===== config.mk =====
export PLATFORM = sky130hd
export DESIGN_NAME = rasched_cell
export DESIGN_NICKNAME = d
export VERILOG_FILES = /design/src/rtl/rasched_pkg.sv /design/src/rtl/rasched_cell.sv
export SDC_FILE = /design/constraint.sdc
export NUM_CORES = 1
export LEC_CHECK = 0
export ABC_AREA = 0
export BUFFER_PORTS_ARGS = -buffer_cell sky130_fd_sc_hd__buf_4
export CORE_UTILIZATION = 30
export CTS_CLUSTER_DIAMETER = 50
export DETAILED_ROUTE_END_ITERATION = 10
export SYNTH_ARGS = -nofsm -noshare
export SYNTH_HDL_FRONTEND = slang
export SYNTH_SLANG_ARGS = --single-unit

===== constraint.sdc =====
create_clock -name aclk -period 2.54 [get_ports aclk]
set_input_delay 0.508 -clock aclk [delete_from_list [all_inputs] [get_ports aclk]]
set_output_delay 0.508 -clock aclk [all_outputs]
set_load 0.1 [all_outputs]

===== src/rtl/rasched_pkg.sv =====
// Shared types and constants for the room assignment scheduler.
package rasched_pkg;

    // Field widths of the request and result streams and the config port
    localparam int TIME_IN_W  = 32;
    localparam int TIME_W     = 40;
    localparam int ROOM_W     = 4;
    localparam int RC_W       = 5;
    localparam int S_DATA_W   = 64;
    localparam int M_DATA_W   = 56;
    localparam int APB_ADDR_W = 3;
    localparam int APB_DATA_W = 32;

    localparam logic [TIME_W-1:0]     TIME_MAX         = {TIME_W{1'b1}};
    localparam logic [RC_W-1:0]       ROOM_COUNT_RESET = 5'd16;
    localparam logic [APB_ADDR_W-1:0] ADDR_ROOM_COUNT  = 3'd0;

    // Controller states
    typedef enum logic [1:0] {
        ST_IDLE,
        ST_SCAN,
        ST_TALLY,
        ST_EMIT
    } sched_state_t;

    // Broadcast from the controller to every cell
    typedef struct packed {
        logic upd_en;   // write finish time and bump count of the picked room
        logic clear;    // wipe all room state (end of batch)
    } upd_t;

    // Control part of the token that walks down the chain
    typedef struct packed {
        logic valid;
        logic found;    // a room free at start time has been seen
    } tok_ctl_t;

endpackage


===== src/rtl/rasched_cell.sv =====
// One room of the chain: holds its free time and booking count and folds them into the token.
module rasched_cell #(
    parameter int IDX_W      = 4,
    parameter int COUNT_BITS = 32,
    parameter int CELL_IDX   = 0
) (
    input  logic                              aclk,
    input  logic                              aresetn,
    input  logic                              active,
    input  logic [rasched_pkg::TIME_IN_W-1:0] start,
    input  rasched_pkg::upd_t                 upd,
    input  logic [IDX_W-1:0]                  upd_room,
    input  logic [rasched_pkg::TIME_W-1:0]    upd_finish,
    input  rasched_pkg::tok_ctl_t             tok_in_ctl,
    input  logic [IDX_W-1:0]                  tok_in_pick,
    input  logic [rasched_pkg::TIME_W-1:0]    tok_in_min,
    input  logic [IDX_W-1:0]                  tok_in_best,
    input  logic [COUNT_BITS-1:0]             tok_in_bcnt,
    output rasched_pkg::tok_ctl_t             tok_out_ctl,
    output logic [IDX_W-1:0]                  tok_out_pick,
    output logic [rasched_pkg::TIME_W-1:0]    tok_out_min,
    output logic [IDX_W-1:0]                  tok_out_best,
    output logic [COUNT_BITS-1:0]             tok_out_bcnt
);
    import rasched_pkg::*;

    localparam logic [IDX_W-1:0] MY_IDX = IDX_W'(CELL_IDX);

    logic [TIME_W-1:0]     free_reg, free_next;
    logic [COUNT_BITS-1:0] cnt_reg, cnt_next;
    tok_ctl_t              ctl_reg, ctl_next;
    logic [IDX_W-1:0]      pick_reg, pick_next;
    logic [TIME_W-1:0]     min_reg, min_next;
    logic [IDX_W-1:0]      best_reg, best_next;
    logic [COUNT_BITS-1:0] bcnt_reg, bcnt_next;
    logic                  is_free;

    assign is_free = free_reg <= TIME_W'(start);

    // Room state update
    always_comb begin
        free_next = free_reg;
        cnt_next  = cnt_reg;
        if (upd.clear) begin
            free_next = '0;
            cnt_next  = '0;
        end else if (upd.upd_en && upd_room == MY_IDX) begin
            free_next = upd_finish;
            if (cnt_reg != {COUNT_BITS{1'b1}}) begin
                cnt_next = cnt_reg + 1'b1;
            end
        end
    end

    // Token fold: first free room wins, else earliest free; busiest by strict compare
    always_comb begin
        ctl_next  = tok_in_ctl;
        pick_next = tok_in_pick;
        min_next  = tok_in_min;
        best_next = tok_in_best;
        bcnt_next = tok_in_bcnt;
        if (active) begin
            if (!tok_in_ctl.found) begin
                if (is_free) begin
                    ctl_next.found = 1'b1;
                    pick_next      = MY_IDX;
                end else if (free_reg < tok_in_min) begin
                    min_next  = free_reg;
                    pick_next = MY_IDX;
                end
            end
            if (cnt_reg > tok_in_bcnt) begin
                best_next = MY_IDX;
                bcnt_next = cnt_reg;
            end
        end
    end

    always_ff @(posedge aclk) begin
        if (!aresetn) begin
            free_reg      <= '0;
            cnt_reg       <= '0;
            ctl_reg.valid <= 1'b0;
            ctl_reg.found <= 1'b0;
        end else begin
            free_reg <= free_next;
            cnt_reg  <= cnt_next;
            ctl_reg  <= ctl_next;
        end
    end

    // Token payload
    always_ff @(posedge aclk) begin
        pick_reg <= pick_next;
        min_reg  <= min_next;
        best_reg <= best_next;
        bcnt_reg <= bcnt_next;
    end

    assign tok_out_ctl  = ctl_reg;
    assign tok_out_pick = pick_reg;
    assign tok_out_min  = min_reg;
    assign tok_out_best = best_reg;
    assign tok_out_bcnt = bcnt_reg;

endmodule


==> out/summary.md, run 1 <==
The flow ran to the end, but the final reports show violations. The checks that failed: setup timing. The register share of total power is 0.399. In this run the vertical extent of the chip is 168 microns. The initial antenna violation count is 0, and the synthesized cell area is 8230 sq um. The run gives -0.0600 ns as the worst setup slack after layout. Clock root buffer: clkbuf_16. The total via count after detailed routing is 7,200. The run gives 54 as the count of cell types in the netlist. The global-route total usage across every layer came out at 0.166. The sequential-to-total area share from yosys stat is 0.374. Startpoint-to-endpoint class of the critical path: register to register.

Ranked by total cell area, the synthesized netlist is headed by dfxtp_1, ha_1, mux2_4. The dominant combinational cell family by area after synthesis was adder cells. The post-synth net total is 1,159, and the number of synthesized flops with an enable pin is 0. The finished cells cover 11,700 sq um. The post-place instance area was 11,000 sq um; the fraction of final layout cells sized beyond drive strength 1 was 0.344.

Setup repair after global routing could not meet its margin everywhere. At the end of routability-driven placement, the weighted congestion stood at 0.857. The run gives 0 as the number of warning messages in the yosys log. After detailed routing, the total wire length is 23.5 mm.

The tree built by TritonCTS fans out to 154 sinks. The tools report the required arrival time at the worst endpoint as 2.85 ns. The diode insertion count for antenna repair was 0; the data arrival time of the worst path was 2.91 ns. The run gives 0.542 as the worst slew margin relative to its limit. The worst hold path begins at tok_in_pick[2]. TritonCTS built the clock tree. The count of buffer and inverter cells on the critical path came out at 1. The number of detailed-route iterations in the first pass was 4.

Among all flip-flop cells after synthesis, the most frequent one is dfxtp_1. Global routing finished with a remaining overflow of 0. The parity-gate share of the synthesized area counting xor and xnor cells works out to 0.0255. The start of the worst register-to-register path was free_reg[18]. Sorting the synthesized cells by how often they occur yields dfxtp_1, inv_1, nand2_1. The min-delay analysis places its worst path in the category primary input to register. The standard-cell row count was 60. The hold violation count in the final report was 0; the adder and majority gate portion of the synthesized area was 0.158. Clock tree synthesis inserted a total of 17 buffers. The share of synthesized flip-flops with an asynchronous set or reset was 0; the total die area was 28,100 sq um.

The sequential cells in the finished layout cover a total of 3090 sq um. The run gives 0.00632 W as the overall power of the completed layout. For the combinational group share of total power, the log shows 0.189.

In this run the mean area of a mapped cell was 9.23 sq um. The final standard cell utilization of the core came out at 0.435. Synthesis inferred 154 register bits. The tools report the capturing element type of the critical path as a register.

The reported max-cap violation count is 0. The count of port buffers added during placement came out at 244. The horizontal die dimension is 168 microns, and the worst-margin pin slew is 0.686 ns.

Static timing analysis puts the maximum clock frequency at 385 MHz. The first global-routing pass estimated 36.2 mm of wire. The net switching component of the power was 0.00194 W.

The area share of the largest cell type after synthesis works out to 0.374. The placed wire-length estimate after detailed placement came out at 18.7 mm. The clock arrives with 0.0117 ns of skew. The multi-input logic area was 4760 sq um; the final critical delay including setup and external delays was 2.60 ns.

The number of DRC violations after detailed routing is 0, and the synthesized instance count is 892. The clock tree synthesis step divided the H-tree into 4 levels. Via count of the first global-routing pass: 6,919. STA classifies the critical path startpoint as a register. In this run the worst path has a maximum fanout of 15.

The run gives 0.412 as the share of power burned in the clock network. The logs give 5.90 nW for the leakage power of the design and 296 for the DRC marker count from the first detailed-route iteration. Entering global routing, the biggest net connects 33 pins. Once detail routing completed, the nets flagged for antenna violations numbered 0. Internal power comes to 0.00438 W. The latest clock arrival within the worst-skew pair was 0.43 ns.

The final-layout fill cell count came out at 2,640. Grouping stages by cell kind, the critical path spends the most delay in simple AND/OR/NAND/NOR gates. The critical path goes through ha_4, nand4_1, or4_4, nand2b_4, a31oi_4, o31ai_2, nand3b_4, buf_12, mux2_4. Quantity of hold-fixing buffers added after cts: 0.

Setup violations remaining at the end of the flow were counted as 40. The boundary pin count is 245. The biggest area contributor in the post-synthesis netlist is dfxtp_1. The area growth from synthesis to layout is 42.4%. Switching share of total power: 0.307. The share of the clock period used by the worst path after layout came out at 1.02. The initial core utilization was 0.305; the placeable core region was 27,000 sq um.

The largest individual stage delay along the critical path comes from the cell or4_4. The clock passes through at most 2 buffers. The most common cell in the synthesized netlist is dfxtp_1. The number of vias per cell after detailed routing was 4.63. The launch point of the critical path is free_reg[18]. The run gives 1,469 as the final net count. The total power density per cell area is 539 nW/um^2, and the register clock-pin slew on the reported worst setup and hold paths is 0.07 ns. The number of slew-limit violations in the final report is 0, and the post-synthesis compound-gate area fraction is 0.103. IR analysis of the VDD net gives a maximum drop of 0.304 mV. In the final routed layout, each cell accounts on average for 15.1 microns. The share of synthesized cell area in and, or, nand and nor gates works out to 0.156. The fraction of synthesized area in multiplexers works out to 0.118.

The biggest cell delay along the critical path came out at 0.57 ns.
==> area by class of cell <==
type	instances	share of cell area
timing repair buffer	319	0.208
tap	341	0.0364
clock buffer	19	0.0369
multi-input combinational	603	0.406
sequential	154	0.263
inverter	107	0.0353
clock inverter	13	0.0136
==> cells by family (layout without fill, tap and decap cells) <==
family,count (synthesis),count (layout)
mux,73,73
buf+inv,135,458
flops,154,154
simple gates,258,258
compound gates,144,144
fa+ha+maj,104,104
xor+xnor,24,24
==> placed cells by master, fill, tap and decap left out, drive strengths merged, types with 4 or more instances in the layout <==
cell type	n
a21o	23
a21oi	80
and2	9
and3	10
and4	7
buf	319
clkbuf	19
dfxtp	154
ha	104
inv	114
mux2	70
nand2	107
nand2b	4
nand3	14
nand4	33
nor2	37
nor2b	10
nor3	6
nor4	6
o21ai	20
or3	7
xor2	21
==> timing repair <==
action / 4_1_cts / 5_1_grt
pin swaps: 0 / 1
setup buffers: 3 / 0
setup endpoints to repair: 40 / 75
gates resized for setup: 12 / 5
==> routing by layer <==
metal  GRT usage  vias to the layer above  share of wire
li1            -                     3687              -
met1       0.214                     3302           0.46
met2       0.274                      176           0.47
met3      0.0324                       35          0.048
met4      0.0622                        0          0.024
met5           0                        -              0
==> power by group through the flow <==
| stage | registers [W] | clock network [W] | logic (W) |
|---|---|---|---|
| after detailed placement | 0.00258 | 0 | 0.00119 |
| after CTS | 0.00252 | 0.00267 | 0.00120 |
| after global placement | 0.00258 | 0 | 0.00119 |
| after global routing | 0.00252 | 0.00278 | 0.00126 |
| final | 0.00252 | 0.00260 | 0.00120 |
| after floorplan | 0.00311 | 0 | 0.000230 |
==> worst paths after layout <==
path / to / slack, ns / depth (start not counted)
setup / recovery: tok_out_min[30] / -0.06 / 9
hold / removal: tok_out_pick[2] / 0.29 / 2
setup reg to reg: tok_out_min[30] / -0.06 / 9
hold reg to reg: free_reg[0] / 0.50 / 2
==> per-stage QoR <==
| stage | worst slack [ns] | cells | TNS (ns) | hold slack, ns |
|---|---|---|---|---|
| after global placement | -0.361 | 1521 | -18.73 | 0.475 |
| after floorplan | -0.0621 | 892 | -2.48 | 0.457 |
| after CTS | -0.0662 | 1556 | -1.95 | 0.270 |
| after detailed placement | -0.413 | 1521 | -21.19 | 0.481 |
| after global routing | -0.146 | 1556 | -4.93 | 0.274 |
| final | -0.0600 | 1556 | -1.74 | 0.289 |
(Power assumes the default switching activity.)
==> run 2, diff against run 1 <==
SETUP_SLACK_MARGIN = 0.15   (was default)
==> run 2 against run 1 <==
  * The run still ends with setup timing left
  * Design area increased by 4.6%
  * Critical path depth did not move
  * Non-clock buffer count increased by 21
  * Largest power group unchanged
  * Highest routed layer unchanged
==> out/summary.md, run 2 (same netlist as run 1, synthesis figures left out) <==
The fraction of final layout cells sized beyond drive strength 1 works out to 0.401. The data arrival time of the worst path was 2.89 ns. The register clock-pin slew on the reported worst setup and hold paths is 0.06 ns. Row generation in the floorplan step produced 60 rows. Input and output buffers added on the ports amount to 244. After the last flow step, the layout net total stands at 1,490. Class of the most critical hold timing path: primary input to register. Family of cells with the greatest summed delay on the critical path: simple AND/OR/NAND/NOR gates. The tool flagged a number of max-cap violations equal to 0. The run finished, with violations left. The via count of the first global-routing pass was 7,182; the placed wire-length estimate after detailed placement was 19.4 mm.

245 I/O pins were placed. Summed over all layers, the routed wires come to 24.6 mm. The worst setup slack after layout was -0.0445 ns; the worst IR drop on VDD was 0.323 mV.

Count of buffer and inverter cells on the critical path: 1. After detailed routing, the number of remaining DRC violations is 0. In this run the deepest clock path goes through 2 buffers.

Capturing element type of the critical path: a register. Measured along the x axis, the die boundary spans 168 microns. The tree built by TritonCTS fans out to 154 sinks. The slowest stage of the critical path is the or4_4 cell. Leakage power of the design: 6.19 nW. Dividing total power by cell area gives a power density of 536 nW/um^2. By startpoint and endpoint, the worst setup path is classified as register to register. The quantity of hold-fixing buffers added after cts is 0, and the initial core utilization is 0.305. The required arrival time at the worst endpoint is 2.84 ns, and the total die area is 28,100 sq um.

Setup repair after global routing could not meet its margin everywhere. Clock tree synthesis inserted a total of 17 buffers. The tools report the worst slew margin relative to its limit as 0.525. The leading cell type in the layout, fill and taps excluded was buf_4. Derived from the worst setup path, the maximum achievable clock frequency is 387 MHz. At the later pin of the worst-skew pair, clock insertion delay measures 0.42 ns. For the number of antenna-violating nets in the routed design, the log shows 0. TritonCTS built the clock tree.

The share of the clock period used by the worst path after layout is 1.02. The first routing iteration left 303 violations. The worst setup path is launched from a register. Routability-driven placement finished with a final weighted congestion of 0.815. For this run, the slowest stage of the critical path takes 0.56 ns. Walking the worst path, the cells encountered are ha_4, nand4_1, or4_4, nor3_4, o31a_1, o31ai_4, nand3b_4, buf_12, mux2_4. The number of slew-limit violations in the final report is 0. The library cells used most frequently in the layout, excluding fill and tap cells, are buf_4, dfxtp_1, nand2_1. From synthesis to final layout, the design area changed by 49.0%.

For the hold violation count in the final report, the log shows 0. The clock root buffer is clkbuf_16. For this block, the via count after detailed routing is 7,354. The run gives 11,200 sq um as the post-place instance area. On the final layout, the worst clock skew is 0.0123 ns. The final setup violation count is 35. The average detailed-routed wire length per instance came out at 15.6 microns. The final design area excluding fillers was 12,300 sq um. The total overflow left after global routing is 0. Dividing the detail-routed via count by the number of cells gives 4.66. At the pin with the least slew margin, the transition time is 0.712 ns. The logs give 37.9 mm for the first-pass GRT wire length and 1 for the initial antenna violation count.

The filler-free cell count of the finished design is 1,578, and the placeable core region is 27,000 sq um. The final reports fail on setup timing. The first detailed-routing pass ran for 5 iterations.

The global-route total usage across every layer was 0.173; the height of the die was 168 microns. In this run the worst path has a maximum fanout of 19. The final critical delay including setup and external delays is 2.58 ns, and the number of levels the H-tree was split into is 4.

Entering global routing, the biggest net connects 41 pins. In this run, placement finished with an instance count of 1,531.
==> run 2: per-layer routing <==
metal | vias up | part of all wire | global-route usage
li1 | 3725 | - | -
met4 | 0 | 0.014 | 0.0459
met3 | 21 | 0.053 | 0.0397
met2 | 177 | 0.48 | 0.290
met1 | 3431 | 0.46 | 0.223
met5 | - | 0 | 0
==> run 2: layout make-up <==
class,count,area (sq um)
sequential,154,3100
tap,341,427
multi-input combinational,603,5000
clock buffer,21,470
fill,2597,14700
timing repair buffer,340,2670
clock inverter,11,180
inverter,107,422
antenna,1,2.50
==> run 2: worst register-to-register path, stage by stage, from the launching register on <==
cell and delay (ns):
dfxtp_2 0.34, ha_4 0.26, nand4_1 0.12, or4_4 0.56, nor3_4 0.16, o31a_1 0.23
o31ai_4 0.09, nand3b_4 0.20, buf_12 0.20, mux2_4 0.31
==> run 2: per-stage QoR <==
step                hold WS, ns  setup TNS, ns  utilization  setup WS (ns)  power [W]
floorplan                 0.457          -2.48            -        -0.0621    0.00336
global placement          0.476         -21.05        0.416         -0.309    0.00379
detailed placement        0.484         -23.21        0.416         -0.341    0.00380
global route              0.281          -5.03        0.455         -0.140    0.00681
finish                    0.296         -0.996        0.455        -0.0445    0.00658
CTS                       0.278       -0.00934        0.451       -0.00806    0.00665
==> run 2: path summary, 6_finish.rpt <==
kind | startpoint | to | slack, ns | cells after the start
worst max-delay path | free_reg[18] | tok_out_min[31] | -0.04 | 9
worst min-delay path | tok_in_pick[2] | tok_out_pick[2] | 0.30 | 2
worst max register to register | free_reg[18] | tok_out_min[31] | -0.04 | 9
worst min register to register | free_reg[34] | free_reg[34] | 0.49 | 2
==> run 2: timing repair <==
item,4_1_cts,5_1_grt
pin swaps,14,17
buffers inserted,6,5
setup endpoints to repair,74,76
gates cloned,2,1
resized for setup,44,16
==> run 2: where the power goes <==
part / total [W] / switching [W] / internal (W)
Clock: 0.00281 / 0.00107 / 0.00174
Combinational: 0.00124 / 0.000805 / 0.000438
Sequential: 0.00252 / 0.0000272 / 0.00249
